**config.mk**
```make
export PLATFORM = sky130hd
export DESIGN_NAME = postfix_expression_evaluator_unit
export DESIGN_NICKNAME = d
export VERILOG_FILES = /design/src/rtl/core/rpn_eval_pkg.sv /design/src/rtl/core/rpn_eval_stack.sv /design/src/rtl/core/rpn_eval_alu.sv /design/src/rtl/core/postfix_expression_evaluator_unit.sv
export SDC_FILE = /design/constraint.sdc
export NUM_CORES = 2
export LEC_CHECK = 0
export ABC_AREA = 0
export BUFFER_PORTS_ARGS = -buffer_cell sky130_fd_sc_hd__buf_2
export CELL_PAD_IN_SITES_DETAIL_PLACEMENT = 0
export CELL_PAD_IN_SITES_GLOBAL_PLACEMENT = 1
export CORE_ASPECT_RATIO = 1.4
export CORE_MARGIN = 4
export CORE_UTILIZATION = 41
export DETAILED_ROUTE_END_ITERATION = 12
export PLACE_DENSITY_LB_ADDON = 0.08
export SLEW_MARGIN = 5
export SYNTH_ARGS = -nofsm -noshare
export SYNTH_HDL_FRONTEND = slang
export SYNTH_HIERARCHICAL = 1
export SYNTH_SLANG_ARGS = --single-unit
```
**constraint.sdc**
```tcl
create_clock -name i_clk -period 9.77 [get_ports i_clk]
set_input_delay 0.977 -clock i_clk [delete_from_list [all_inputs] [get_ports i_clk]]
set_output_delay 0.977 -clock i_clk [all_outputs]
set_load 0.01 [all_outputs]
```
**src/rtl/core/rpn_eval_pkg.sv**
```systemverilog
// Shared types, character codes and helpers for the postfix evaluator.
// No dependencies; the ALU and the evaluator unit refer to this package, the stack does not.
`timescale 1ns / 1ps

package rpn_eval_pkg;

    localparam int DEFAULT_STACK_DEPTH = 64;
    localparam int DEFAULT_WORD_WIDTH  = 32;
    localparam int SYM_W               = 8;
    localparam int VALUE_W             = 32;
    localparam int STATUS_W            = 3;

    localparam logic [SYM_W-1:0] CH_ZERO  = 8'h30;
    localparam logic [SYM_W-1:0] CH_NINE  = 8'h39;
    localparam logic [SYM_W-1:0] CH_PLUS  = 8'h2B;
    localparam logic [SYM_W-1:0] CH_MINUS = 8'h2D;
    localparam logic [SYM_W-1:0] CH_STAR  = 8'h2A;
    localparam logic [SYM_W-1:0] CH_SLASH = 8'h2F;
    localparam logic [SYM_W-1:0] CH_CARET = 8'h5E;

    typedef enum logic [STATUS_W-1:0] {
        ST_OK    = 3'd0,
        ST_UNDER = 3'd1,
        ST_OVER  = 3'd2,
        ST_DIVZ  = 3'd3,
        ST_BAD   = 3'd4
    } t_status;

    typedef enum logic [1:0] {
        ALU_ADD,
        ALU_SUB,
        ALU_MUL,
        ALU_DIV
    } t_alu_op;

    typedef struct packed {
        logic    start;
        t_alu_op op;
    } t_alu_req;

    typedef enum logic [3:0] {
        S_IDLE,
        S_DECODE,
        S_RD_B,
        S_RD_A,
        S_EXEC,
        S_ALU,
        S_POW,
        S_POW_MR,
        S_POW_MS,
        S_PUSH,
        S_FINISH,
        S_FIN_RD
    } t_state;

    function automatic logic is_digit(input logic [SYM_W-1:0] sym);
        return (sym >= CH_ZERO) && (sym <= CH_NINE);
    endfunction

    function automatic logic is_oper(input logic [SYM_W-1:0] sym);
        return (sym == CH_PLUS) || (sym == CH_MINUS) || (sym == CH_STAR) ||
               (sym == CH_SLASH) || (sym == CH_CARET);
    endfunction

endpackage

```
**src/rtl/core/rpn_eval_stack.sv**
```systemverilog
// Operand stack storage: one write port, one read port with registered data.
// Depends on nothing but its parameters.
`timescale 1ns / 1ps

module rpn_eval_stack #(
    parameter int STACK_DEPTH = 64,
    parameter int WORD_WIDTH  = 32,
    localparam int AW         = $clog2(STACK_DEPTH)
) (
    input  logic                  i_clk,
    input  logic                  i_we,
    input  logic [AW-1:0]         i_waddr,
    input  logic [WORD_WIDTH-1:0] i_wdata,
    input  logic [AW-1:0]         i_raddr,
    output logic [WORD_WIDTH-1:0] o_rdata
);

    logic [WORD_WIDTH-1:0] r_mem [STACK_DEPTH];
    logic [WORD_WIDTH-1:0] r_rdata;

    always_ff @(posedge i_clk) begin
        if (i_we) begin
            r_mem[i_waddr] <= i_wdata;
        end
    end

    always_ff @(posedge i_clk) begin
        r_rdata <= r_mem[i_raddr];
    end

    assign o_rdata = r_rdata;

endmodule

```
**src/rtl/core/rpn_eval_alu.sv**
```systemverilog
// Shared arithmetic unit: registered add/subtract, bit-serial shift-add multiply
// and restoring signed divide (one bit per cycle). Uses rpn_eval_pkg.
`timescale 1ns / 1ps

module rpn_eval_alu #(
    parameter int WORD_WIDTH = 32
) (
    input  logic                    i_clk,
    input  logic                    i_rst_n,
    input  rpn_eval_pkg::t_alu_req  i_req,
    input  logic [WORD_WIDTH-1:0]   i_a,
    input  logic [WORD_WIDTH-1:0]   i_b,
    output logic                    o_done,
    output logic [WORD_WIDTH-1:0]   o_result
);

    localparam int W  = WORD_WIDTH;
    localparam int CW = $clog2(W);

    logic                  r_busy;
    logic                  r_done;
    logic [CW-1:0]         r_cnt;
    rpn_eval_pkg::t_alu_op r_op;
    logic                  r_neg;
    logic [W-1:0]          r_acc;
    logic [W-1:0]          r_x;
    logic [W-1:0]          r_y;

    logic [W-1:0] mag_a;
    logic [W-1:0] mag_b;
    logic [W-1:0] trial;

    assign mag_a = i_a[W-1] ? (W'(0) - i_a) : i_a;
    assign mag_b = i_b[W-1] ? (W'(0) - i_b) : i_b;
    // remainder stays below the divisor, so the shifted value fits in W bits
    assign trial = {r_acc[W-2:0], r_y[W-1]};

    always_ff @(posedge i_clk) begin
        if (!i_rst_n) begin
            r_busy <= 1'b0;
            r_done <= 1'b0;
        end else if (i_req.start) begin
            r_busy <= (i_req.op == rpn_eval_pkg::ALU_MUL) ||
                      (i_req.op == rpn_eval_pkg::ALU_DIV);
            r_done <= (i_req.op == rpn_eval_pkg::ALU_ADD) ||
                      (i_req.op == rpn_eval_pkg::ALU_SUB);
        end else if (r_busy) begin
            r_busy <= (r_cnt != '0);
            r_done <= (r_cnt == '0);
        end else begin
            r_done <= 1'b0;
        end
    end

    always_ff @(posedge i_clk) begin
        if (i_req.start) begin
            r_op  <= i_req.op;
            r_cnt <= CW'(W - 1);
            r_neg <= i_a[W-1] ^ i_b[W-1];
            case (i_req.op)
                rpn_eval_pkg::ALU_ADD: begin
                    r_acc <= i_a + i_b;
                end
                rpn_eval_pkg::ALU_SUB: begin
                    r_acc <= i_a - i_b;
                end
                rpn_eval_pkg::ALU_MUL: begin
                    r_acc <= '0;
                    r_x   <= i_a;
                    r_y   <= i_b;
                end
                default: begin
                    r_acc <= '0;
                    r_x   <= mag_b;
                    r_y   <= mag_a;
                end
            endcase
        end else if (r_busy) begin
            r_cnt <= r_cnt - CW'(1);
            if (r_op == rpn_eval_pkg::ALU_MUL) begin
                if (r_y[0]) begin
                    r_acc <= r_acc + r_x;
                end
                r_x <= {r_x[W-2:0], 1'b0};
                r_y <= {1'b0, r_y[W-1:1]};
            end else begin
                if (trial >= r_x) begin
                    r_acc <= trial - r_x;
                    r_y   <= {r_y[W-2:0], 1'b1};
                end else begin
                    r_acc <= trial;
                    r_y   <= {r_y[W-2:0], 1'b0};
                end
            end
        end
    end

    assign o_done   = r_done;
    assign o_result = (r_op != rpn_eval_pkg::ALU_DIV) ? r_acc :
                      (r_neg ? (W'(0) - r_y) : r_y);

endmodule

```
**src/rtl/core/postfix_expression_evaluator_unit.sv**
```systemverilog
// Postfix evaluator: a digit is pushed at DECODE; + - * / read both operands and run the ALU
// (* and / bit-serial); ^ uses square-and-multiply on the ALU, a zero exponent pushes one directly.
// One item in flight; ready only in IDLE. A last item adds a top-of-stack read plus any output wait.
// Reset (i_rst_n low, synchronous) empties the stack, clears the status and the output valid.
// The stack RAM is not cleared; only entries below the stack pointer are ever used.
`timescale 1ns / 1ps

module postfix_expression_evaluator_unit #(
    parameter int STACK_DEPTH = rpn_eval_pkg::DEFAULT_STACK_DEPTH,
    parameter int WORD_WIDTH  = rpn_eval_pkg::DEFAULT_WORD_WIDTH
) (
    input  logic                                 i_clk,
    input  logic                                 i_rst_n,
    // input channel: one character per item
    input  logic                                 i_valid,
    output logic                                 o_ready,
    input  logic [rpn_eval_pkg::SYM_W-1:0]       i_symbol,
    input  logic                                 i_last,
    // result channel: one item per expression
    output logic                                 o_valid,
    input  logic                                 i_ready,
    output logic signed [rpn_eval_pkg::VALUE_W-1:0] o_value,
    output logic [rpn_eval_pkg::STATUS_W-1:0]    o_status
);

    localparam int W  = WORD_WIDTH;
    localparam int AW = $clog2(STACK_DEPTH);
    localparam int SW = $clog2(STACK_DEPTH + 1);

    // sequencer state
    rpn_eval_pkg::t_state  r_state, n_state;
    logic [SW-1:0]         r_sp, n_sp;
    rpn_eval_pkg::t_status r_status, n_status;
    // latched item
    logic [rpn_eval_pkg::SYM_W-1:0] r_sym, n_sym;
    logic                  r_last, n_last;
    // operands and power loop
    logic [W-1:0]          r_a, n_a;
    logic [W-1:0]          r_b, n_b;
    logic [W-1:0]          r_res, n_res;
    logic [W-1:0]          r_sq, n_sq;
    logic [W-1:0]          r_ex, n_ex;
    // output register
    logic                  r_out_valid, n_out_valid;
    logic [rpn_eval_pkg::VALUE_W-1:0] r_out_value, n_out_value;
    rpn_eval_pkg::t_status r_out_status, n_out_status;

    // stack port
    logic                  mem_we;
    logic [AW-1:0]         mem_waddr;
    logic [W-1:0]          mem_wdata;
    logic [AW-1:0]         mem_raddr;
    logic [W-1:0]          mem_rdata;

    // ALU port
    rpn_eval_pkg::t_alu_req alu_req;
    logic [W-1:0]          alu_a;
    logic [W-1:0]          alu_b;
    logic                  alu_done;
    logic [W-1:0]          alu_result;

    logic [SW-1:0]         sp_m1;
    logic [SW-1:0]         sp_m2;
    logic                  out_free;

    assign sp_m1    = r_sp - SW'(1);
    assign sp_m2    = r_sp - SW'(2);
    assign out_free = !r_out_valid || i_ready;

    rpn_eval_stack #(
        .STACK_DEPTH(STACK_DEPTH),
        .WORD_WIDTH (WORD_WIDTH)
    ) u_stack (
        .i_clk  (i_clk),
        .i_we   (mem_we),
        .i_waddr(mem_waddr),
        .i_wdata(mem_wdata),
        .i_raddr(mem_raddr),
        .o_rdata(mem_rdata)
    );

    rpn_eval_alu #(
        .WORD_WIDTH(WORD_WIDTH)
    ) u_alu (
        .i_clk   (i_clk),
        .i_rst_n (i_rst_n),
        .i_req   (alu_req),
        .i_a     (alu_a),
        .i_b     (alu_b),
        .o_done  (alu_done),
        .o_result(alu_result)
    );

    always_ff @(posedge i_clk) begin
        if (!i_rst_n) begin
            r_state     <= rpn_eval_pkg::S_IDLE;
            r_sp        <= '0;
            r_status    <= rpn_eval_pkg::ST_OK;
            r_out_valid <= 1'b0;
        end else begin
            r_state     <= n_state;
            r_sp        <= n_sp;
            r_status    <= n_status;
            r_out_valid <= n_out_valid;
        end
    end

    always_ff @(posedge i_clk) begin
        r_sym        <= n_sym;
        r_last       <= n_last;
        r_a          <= n_a;
        r_b          <= n_b;
        r_res        <= n_res;
        r_sq         <= n_sq;
        r_ex         <= n_ex;
        r_out_value  <= n_out_value;
        r_out_status <= n_out_status;
    end

    always_comb begin
        n_state      = r_state;
        n_sp         = r_sp;
        n_status     = r_status;
        n_sym        = r_sym;
        n_last       = r_last;
        n_a          = r_a;
        n_b          = r_b;
        n_res        = r_res;
        n_sq         = r_sq;
        n_ex         = r_ex;
        n_out_valid  = r_out_valid && !i_ready;
        n_out_value  = r_out_value;
        n_out_status = r_out_status;

        mem_we       = 1'b0;
        mem_waddr    = r_sp[AW-1:0];
        mem_wdata    = r_res;
        // top of stack by default; held through FIN_RD so a stalled output sees stable data
        mem_raddr    = sp_m1[AW-1:0];

        alu_req.start = 1'b0;
        alu_req.op    = rpn_eval_pkg::ALU_ADD;
        alu_a         = r_a;
        alu_b         = r_b;

        case (r_state)
            rpn_eval_pkg::S_IDLE: begin
                if (i_valid) begin
                    n_sym   = i_symbol;
                    n_last  = i_last;
                    n_state = rpn_eval_pkg::S_DECODE;
                end
            end

            rpn_eval_pkg::S_DECODE: begin
                n_state = rpn_eval_pkg::S_FINISH;
                if (rpn_eval_pkg::is_digit(r_sym)) begin
                    if (r_sp >= SW'(STACK_DEPTH)) begin
                        // full: drop the digit
                        if (r_status == rpn_eval_pkg::ST_OK) begin
                            n_status = rpn_eval_pkg::ST_OVER;
                        end
                    end else begin
                        // low nibble of an ASCII digit is its value
                        mem_we    = 1'b1;
                        mem_wdata = W'(r_sym[3:0]);
                        n_sp      = r_sp + SW'(1);
                    end
                end else if (rpn_eval_pkg::is_oper(r_sym)) begin
                    if (r_sp < SW'(2)) begin
                        if (r_status == rpn_eval_pkg::ST_OK) begin
                            n_status = rpn_eval_pkg::ST_UNDER;
                        end
                    end else begin
                        // read of the right operand was issued this cycle
                        n_state = rpn_eval_pkg::S_RD_B;
                    end
                end else begin
                    if (r_status == rpn_eval_pkg::ST_OK) begin
                        n_status = rpn_eval_pkg::ST_BAD;
                    end
                end
            end

            rpn_eval_pkg::S_RD_B: begin
                n_b       = mem_rdata;
                mem_raddr = sp_m2[AW-1:0];
                n_state   = rpn_eval_pkg::S_RD_A;
            end

            rpn_eval_pkg::S_RD_A: begin
                n_a     = mem_rdata;
                n_sp    = sp_m2;
                n_state = rpn_eval_pkg::S_EXEC;
            end

            rpn_eval_pkg::S_EXEC: begin
                n_state = rpn_eval_pkg::S_ALU;
                case (r_sym)
                    rpn_eval_pkg::CH_PLUS: begin
                        alu_req.start = 1'b1;
                        alu_req.op    = rpn_eval_pkg::ALU_ADD;
                    end
                    rpn_eval_pkg::CH_MINUS: begin
                        alu_req.start = 1'b1;
                        alu_req.op    = rpn_eval_pkg::ALU_SUB;
                    end
                    rpn_eval_pkg::CH_STAR: begin
                        alu_req.start = 1'b1;
                        alu_req.op    = rpn_eval_pkg::ALU_MUL;
                    end
                    rpn_eval_pkg::CH_SLASH: begin
                        if (r_b == '0) begin
                            // divide by zero: push zero
                            n_res   = '0;
                            n_state = rpn_eval_pkg::S_PUSH;
                            if (r_status == rpn_eval_pkg::ST_OK) begin
                                n_status = rpn_eval_pkg::ST_DIVZ;
                            end
                        end else begin
                            alu_req.start = 1'b1;
                            alu_req.op    = rpn_eval_pkg::ALU_DIV;
                        end
                    end
                    default: begin
                        // power
                        if (r_b[W-1]) begin
                            // negative exponent: only bases of one and minus one survive
                            n_state = rpn_eval_pkg::S_PUSH;
                            if (r_a == W'(1)) begin
                                n_res = W'(1);
                            end else if (r_a == '1) begin
                                n_res = r_b[0] ? '1 : W'(1);
                            end else begin
                                n_res = '0;
                            end
                        end else begin
                            n_res   = W'(1);
                            n_sq    = r_a;
                            n_ex    = r_b;
                            n_state = rpn_eval_pkg::S_POW;
                        end
                    end
                endcase
            end

            rpn_eval_pkg::S_ALU: begin
                if (alu_done) begin
                    n_res   = alu_result;
                    n_state = rpn_eval_pkg::S_PUSH;
                end
            end

            rpn_eval_pkg::S_POW: begin
                alu_req.op = rpn_eval_pkg::ALU_MUL;
                if (r_ex == '0) begin
                    n_state = rpn_eval_pkg::S_PUSH;
                end else if (r_ex[0]) begin
                    // fold the current square into the result
                    alu_req.start = 1'b1;
                    alu_a         = r_res;
                    alu_b         = r_sq;
                    n_state       = rpn_eval_pkg::S_POW_MR;
                end else begin
                    alu_req.start = 1'b1;
                    alu_a         = r_sq;
                    alu_b         = r_sq;
                    n_state       = rpn_eval_pkg::S_POW_MS;
                end
            end

            rpn_eval_pkg::S_POW_MR: begin
                alu_req.op = rpn_eval_pkg::ALU_MUL;
                alu_a      = r_sq;
                alu_b      = r_sq;
                if (alu_done) begin
                    n_res = alu_result;
                    if (r_ex[W-1:1] == '0) begin
                        // last exponent bit: skip the final squaring
                        n_state = rpn_eval_pkg::S_PUSH;
                    end else begin
                        alu_req.start = 1'b1;
                        n_state       = rpn_eval_pkg::S_POW_MS;
                    end
                end
            end

            rpn_eval_pkg::S_POW_MS: begin
                if (alu_done) begin
                    n_sq    = alu_result;
                    n_ex    = {1'b0, r_ex[W-1:1]};
                    n_state = rpn_eval_pkg::S_POW;
                end
            end

            rpn_eval_pkg::S_PUSH: begin
                mem_we    = 1'b1;
                mem_wdata = r_res;
                n_sp      = r_sp + SW'(1);
                n_state   = rpn_eval_pkg::S_FINISH;
            end

            rpn_eval_pkg::S_FINISH: begin
                if (!r_last) begin
                    n_state = rpn_eval_pkg::S_IDLE;
                end else if (r_sp == '0) begin
                    // empty stack at the end: emit zero with underflow unless flagged earlier
                    if (out_free) begin
                        n_out_valid  = 1'b1;
                        n_out_value  = '0;
                        n_out_status = (r_status == rpn_eval_pkg::ST_OK) ?
                                       rpn_eval_pkg::ST_UNDER : r_status;
                        n_sp         = '0;
                        n_status     = rpn_eval_pkg::ST_OK;
                        n_state      = rpn_eval_pkg::S_IDLE;
                    end
                end else begin
                    n_state = rpn_eval_pkg::S_FIN_RD;
                end
            end

            rpn_eval_pkg::S_FIN_RD: begin
                // hold here until the output register frees up
                if (out_free) begin
                    n_out_valid  = 1'b1;
                    n_out_value  = rpn_eval_pkg::VALUE_W'($signed(mem_rdata));
                    n_out_status = r_status;
                    n_sp         = '0;
                    n_status     = rpn_eval_pkg::ST_OK;
                    n_state      = rpn_eval_pkg::S_IDLE;
                end
            end

            default: begin
                n_state = rpn_eval_pkg::S_IDLE;
            end
        endcase
    end

    assign o_ready  = (r_state == rpn_eval_pkg::S_IDLE);
    assign o_valid  = r_out_valid;
    assign o_value  = r_out_value;
    assign o_status = r_out_status;

endmodule
```
# Yosys cells after proc, flatten, opt, wreduce, memory -nomap -nowiden
# Memories as Yosys holds them, arrays and structs flattened. A register that Yosys moved wholly into a read port is not among the register bits.
# Index checks and enable logic that the tools add are counted.
[word_totals] register_bits=325 latchBits=0 ramBits=2048 romBits=0 in_bits=13 out_inout_bits=37 wordCells=236 memories=1
[mem_list] name="u_stack.r_mem" depth=64 word_bits=32 read_ports=1 rd_ports_with_merged_regs=1 write_ports=1 line_no="rpn_eval_stack.sv:18" source="logic [WORD_WIDTH-1:0] r_mem [STACK_DEPTH];"
[op_classes] n_addsub=11 multipliers=0 n_div=0 order_cmp=5 eq_ne=47 shift=0 n_mux=109 bitwise=1 reduce_logical=41
[ops] operator="$mux 32" count=36
[ops] operator="$pmux 32 s2" count=10
[ops] operator="$sub 1x32->32 const A" count=3
[ops] operator="$add 32x32->32" count=2
[ops] operator="$logic_not 32->1" count=2
[ops] operator="$sub 32x32->32" count=2
[ops] operator="$mux 4" count=14
[ops] operator="$mux 3" count=18
[ops] operator="$pmux 4 s12" count=1
[ops] operator="$mux 7" count=5
[ops] operator="$pmux 7 s5" count=1
[ops] operator="$eq 32x1->1 const B" count=1
[ops] operator="$eq 32x32->1 const B" count=1
[ops] operator="$eq 8x6->1 const B" count=4
[ops] operator="$ge 32x32->1" count=1
[ops] operator="$logic_not 31->1" count=1
[ops] operator="$ne 2x2->1 const B" count=15
[ops] operator="$pmux 3 s4" count=2
[ops] operator="$eq 4x3->1 const B" count=4
[ops] operator="$eq 4x4->1 const B" count=4
[ops] operator="$mux 1" count=16
[ops] operator="$ne 3x3->1 const B" count=4
[ops] operator="$reduce_and 4->1" count=3
[ops] operator="$reduce_and 10->1" count=1
[ops] operator="other kinds (39)" count=63

# Depth between registers and ports, before layout
[depth] depth_word=8 ltp_mapped=26 ltp_nobuf=25

# Cells and area by module
# The synthesis kept the hierarchy.
[by_module_without_submodules] module="rpn_eval_stack" n_inst=1 cells_per_inst=3511 area_each_um2=79039.6
[by_module_without_submodules] module="rpn_eval_alu" n_inst=1 cells_per_inst=1722 area_each_um2=13220.2
[by_module_without_submodules] module="postfix_expression_evaluator_unit" n_inst=1 cells_per_inst=962 area_each_um2=10502.6

# Worst setup path before layout
# No wires, ideal clock.
[synth_timing] path_kind="reg2reg" start="register r_ex[6]" end="register u_alu.r_acc[31], data pin" setup_ns=0.268 arrival_time_ns=6.167 t_required_ns=9.502 slack_ns=3.335 stages_incl_launch_ff=27 synth_period_minus_slack_ns=6.435 path_cell_list="edfxtp_1 or4_1 nor3_2 nand4_2 o311ai_4 buf_6 mux2_2 inv_1 ha_1 or3b_2 nor3_1 nand2_1 or3_1 or3_1 o31ai_1 xor2_1 ha_1 a21o_1 a21oi_1 o221a_2 o21a_1 o21ai_0 nand3_1 nand2_1 a221oi_1 xnor2_1 o22ai_1"
[synth_between] elab_chain_len=6 word_cells_on_any_way=14 cone_classes="2 x add/sub; 10 x mux; 2 x reduce/logical"
[synth_lines] item="start: declaration" line_no="postfix_expression_evaluator_unit.sv:42" source="logic [W-1:0] r_ex, n_ex;"
[synth_lines] item="start signal: assignment" line_no="postfix_expression_evaluator_unit.sv:115" source="r_ex <= n_ex;"
[synth_lines] item="$logic_not 32->1 *" line_no="postfix_expression_evaluator_unit.sv:256" source="if (r_ex == '0) begin"
[synth_lines] item="$mux 32 *" line_no="postfix_expression_evaluator_unit.sv:256"
[synth_lines] item="$pmux 32 s2 *" line_no="postfix_expression_evaluator_unit.sv:146" source="case (r_state)"
[synth_lines] item="net alu_b[0]" line_no="postfix_expression_evaluator_unit.sv:58" source="logic [W-1:0] alu_b;"
[synth_lines] item="$sub 32x32->32 or $add 32x32->32 (tied branches)" line_no="rpn_eval_alu.sv:65, rpn_eval_alu.sv:62"
[synth_lines] item="$pmux 32 s2 *" line_no="rpn_eval_alu.sv:60" source="case (i_req.op)"
[synth_lines] item="$mux 32 *" line_no="rpn_eval_alu.sv:56" source="if (i_req.start) begin"
[synth_lines] item="end signal: assignment" line_no="rpn_eval_alu.sv:62" source="r_acc <= i_a + i_b;"
[synth_lines] item="end signal: assignment" line_no="rpn_eval_alu.sv:65" source="r_acc <= i_a - i_b;"
[synth_lines] item="end signal: assignment" line_no="rpn_eval_alu.sv:82" source="r_acc <= r_acc + r_x;"
[synth_lines] item="end: declaration" line_no="rpn_eval_alu.sv:25" source="logic [W-1:0] r_acc;"
# The timed path passes the listed nets; every way through them passes the cells marked *.
# A chain may end at the register's enable or synchronous reset.

# Worst setup path in the final report
# Same ends and word-level chain as after synthesis.

==> reports/results.tsv <==
stage	metric	value	unit
power	Int Power	22.1	mW
global_route	gr busiest metal	met2	
power	sw power	12.3	mW
logic_synthesis	Syn Inst Count	6195	
timing	Final setup viols	0	
placed_design	DP Area	107000	um2
cells_and_area	cell area after layout	115000	um2
global_route	overall routing resource usage	0.241	
floorplan	site row count	217	
floorplan	Die X	431	um
global_route	GR Util met2	0.451	
floorplan	die area	259000	um2
placed_design	Final GP Congestion	0.881	
global_route	largest net degree at the start of global routing	102	
power	switching share of power	0.358	
outcome	status	finished clean	
global_route	met1 global-route usage	0.295	
placed_design	PortBufs	49	
power	pwr/cell area	299	nW/um2
logic_synthesis	dominant cell type by area after synthesis	edfxtp_1	
timing	Max-slew headroom	0.0599	
route	vias per cell	5.88	
cts	PostCTS Resize Cnt	0	
power	Seq pwr share	0.359	
route	Final ANT Viol Nets	0	
floorplan	Core Box Area	250000	um2
global_route	first-pass GRT wire length	450	mm
route	Routed WL per cell	32.4	um
timing	FMAX	0.126	GHz
logic_synthesis	most common cell in the netlist	edfxtp_1	
logic_synthesis	number of synthesized flops with an enable pin	2350	
global_route	GRT met3 Usage	0.0246	
cts	clock transition at the registers of the reported paths	0.06	ns
hold_path	Hold Crit Class	input pin to flop	
critical_path	Startpoint Class	flop	
logic_synthesis	ys async rst share	0	
timing	TNS Setup	0	ns
critical_path	R2R cell count	25	
cells_and_area	Final Util	0.460	
critical_path	CP arrival	8.52	ns
cts	H-tree depth	4	
timing	unrepaired setup endpoints after global routing	false	
run	maxcap violations	0	
timing	Hold Vio Cnt, Final	0	
route	WL final	317	mm
logic_synthesis	Synth top cells by count	edfxtp_1 (2350), nand2_1 (560), mux4_2 (446), o21ai_0 (258), nor2_1 (236)	
logic_synthesis	Netlist Area Pre-Place	103000	um2
logic_synthesis	Yosys top cell area share	0.687	
cts	Root Driver	clkbuf_16	
logic_synthesis	syn nets	6314	
logic_synthesis	Mean Syn Cell Area	16.6	um2
hold_path	Worst Hold Depth	1	
power	Worst IR Drop VDD	327	uV
timing	Tightest Pin Transition	1.40	ns
timing	worst hold slack	0.306	ns
timing	post-route minimum period	7.93	ns
power	Logic pwr share	0.383	
power	Tot Pwr	34.4	mW
cells_and_area	fin nets	6441	
cts	CTS tree	built	
floorplan	Ports	50	
logic_synthesis	synth unique cells	94	
global_route	global route overflow	0	
timing	Pins Over Slew Limit	0	
timing	crit share post-route	0.811	
cts	setup bufs post-CTS	0	
route	vias after detailed routing	57600	
power	Clk pwr share	0.257	
placed_design	HPWL Detailed	197	mm
logic_synthesis	#FFs+latches synth	2404	
cells_and_area	area grow syn2layout	11.7	%
cells_and_area	layout cells sized above 1	0.187	
logic_synthesis	Synth area leaders	edfxtp_1 (69%), mux4_2 (9.8%), mux2i_1 (2.2%), nand2_1 (2.0%), o21ai_0 (1.3%)	
cts	CTS max path bufs	4	
critical_path	CP Max Fanout	15	
floorplan	Chip Height	600	um
cts	# hold bufs at CTS	0	
critical_path	Setup crit end kind	flop	
cts	TritonCTS sink count	2404	
timing	Final Skew	0.0541	ns
route	drt initial violations	5249	
floorplan	Initial Util	0.412	
power	Leakage	38.6	nW
global_route	vias in the first global route	59557	
logic_synthesis	ys flop type	edfxtp_1	
global_route	antenna violations before repair	12	
cts	Worst-Skew Late Latency	0.87	ns
route	DRC	0	
cts	cts bufs inserted	235	
route	First-pass DRT Iterations	6	
logic_synthesis	Synth Warn #	6	
critical_path	Crit Path Class	flop to flop	
logic_synthesis	post-synthesis sequential area ratio	0.697	
critical_path	CP Data Required Time	10.36	ns
final timing paths:
check / startpoint / to / slack (ns)
setup reg to reg: r_ex[6]$_DFFE_PP_ / u_alu/r_acc[31]$_DFFE_PP_ / 1.84
setup / recovery: r_ex[6]$_DFFE_PP_ / u_alu/r_acc[31]$_DFFE_PP_ / 1.84
hold reg to reg: u_stack/o_rdata[0]$_DFF_P_ / r_a[0]$_DFFE_PP_ / 0.46
hold / removal: i_symbol[3] / r_sym[3]$_DFFE_PP_ / 0.31
logic make-up (layout without fill, tap and decap cells):
logic type | Yosys count | in the layout | share of synthesized area
AOI/OAI and AO/OA | 1066 | 1066 | 0.0688
other | 0 | 9 | 0
adders and majority gates | 106 | 106 | 0.0131
and+or+nand+nor | 1272 | 1272 | 0.0578
muxes | 709 | 709 | 0.124
xor gates and xnor gates | 206 | 206 | 0.0176
buffers and inverters | 432 | 743 | 0.0216
DFF | 2404 | 2404 | 0.697
layout by cell type (no fill, tap or decap), types with 38 or more instances in the layout:
cell and count:
nand2b_1 39, clkbuf_16 241, edfxtp_1 2350, a22o_1 45, nand2_1 555, mux2i_1 221, clkinv_2 42, inv_1 79
dfxtp_1 54, buf_4 182, o21ai_0 257, a21oi_1 180, a22oi_1 134, o22ai_1 63, clkinv_1 47, xor2_1 135
a211oi_1 48, a21o_1 66, nor2_4 67, clkbuf_1 54, nand3_1 87, and2_1 46, a31oi_1 41, nor3_1 46
nor2_1 163, buf_2 49, nor2b_1 39, mux2_2 38, mux4_2 446, xnor2_1 67, ha_1 103
power groups by stage:
| stage | sequential, mW | clock (mW) | combinational [mW] |
|---|---|---|---|
| 6_report | 12.3 | 8.85 | 13.2 |
| 5_1_grt | 12.4 | 9.49 | 14.0 |
| 4_1_cts | 12.3 | 9.07 | 13.4 |
| 3_5_place_dp | 12.6 | 0 | 13.4 |
| 3_3_place_gp | 12.6 | 0 | 13.4 |
| 2_1_floorplan | 12.3 | 0 | 9.03 |
final cells by class:
| type | instances | area [um2] |
|---|---|---|
| Clock inverter | 116 | 966 |
| Inverter | 82 | 308 |
| Tap cell | 3285 | 4110 |
| Timing Repair Buffer | 240 | 1790 |
| Fill cell | 21628 | 135000 |
| Multi-Input combinational cell | 3359 | 29600 |
| Antenna cell | 9 | 22.5 |
| Sequential cell | 2404 | 71600 |
| Clock buffer | 305 | 6370 |
sequential cells by signal (all words and copies together), names as in the netlist, 2 cells and up:
name	count
u_stack/r_mem	2048
o_value	32
r_a	32
r_b	32
r_res	32
r_sq	32
u_alu/r_acc	32
u_alu/r_x	32
u_alu/r_y	32
u_stack/o_rdata	32
r_ex	31
r_sym	8
r_sp	7
u_alu/r_cnt	5
r_state	4
o_status	3
r_status	3
u_alu/r_op	2
worst max-delay path, stage by stage, from the launching register on:
cell and delay, ns:
edfxtp_1 0.39, or4_1 0.55, nor3_2 0.15, nand4_2 0.31, o311ai_4 0.83, mux2_2 0.47, inv_1 0.10, ha_1 0.18
or3b_2 0.50, nor3_1 0.37, nand2_1 0.15, or3_1 0.38, or3_1 0.39, o31ai_1 0.33, xor2_1 0.12, ha_1 0.40
a21o_1 0.19, a21oi_1 0.17, o221a_2 0.23, o21a_1 0.10, o21ai_0 0.28, nand3_1 0.27, nand2_1 0.12, a221oi_1 0.34
xnor2_1 0.19, o22ai_1 0.11
layer usage:
layer	vias to the layer above	share of wire
met4	0	0.031
met1	30737	0.39
met2	1495	0.54
li1	24941	-
met3	427	0.040
met5	-	0
through the flow:
stage	instances	setup WS, ns
3_3_place_gp	9370	1.74
3_5_place_dp	9370	1.78
2_1_floorplan	6195	3.34
4_1_cts	9791	1.74
6_report	9800	1.84
5_1_grt	9792	1.25
No activity file was read; power rests on OpenSTA's default activity.
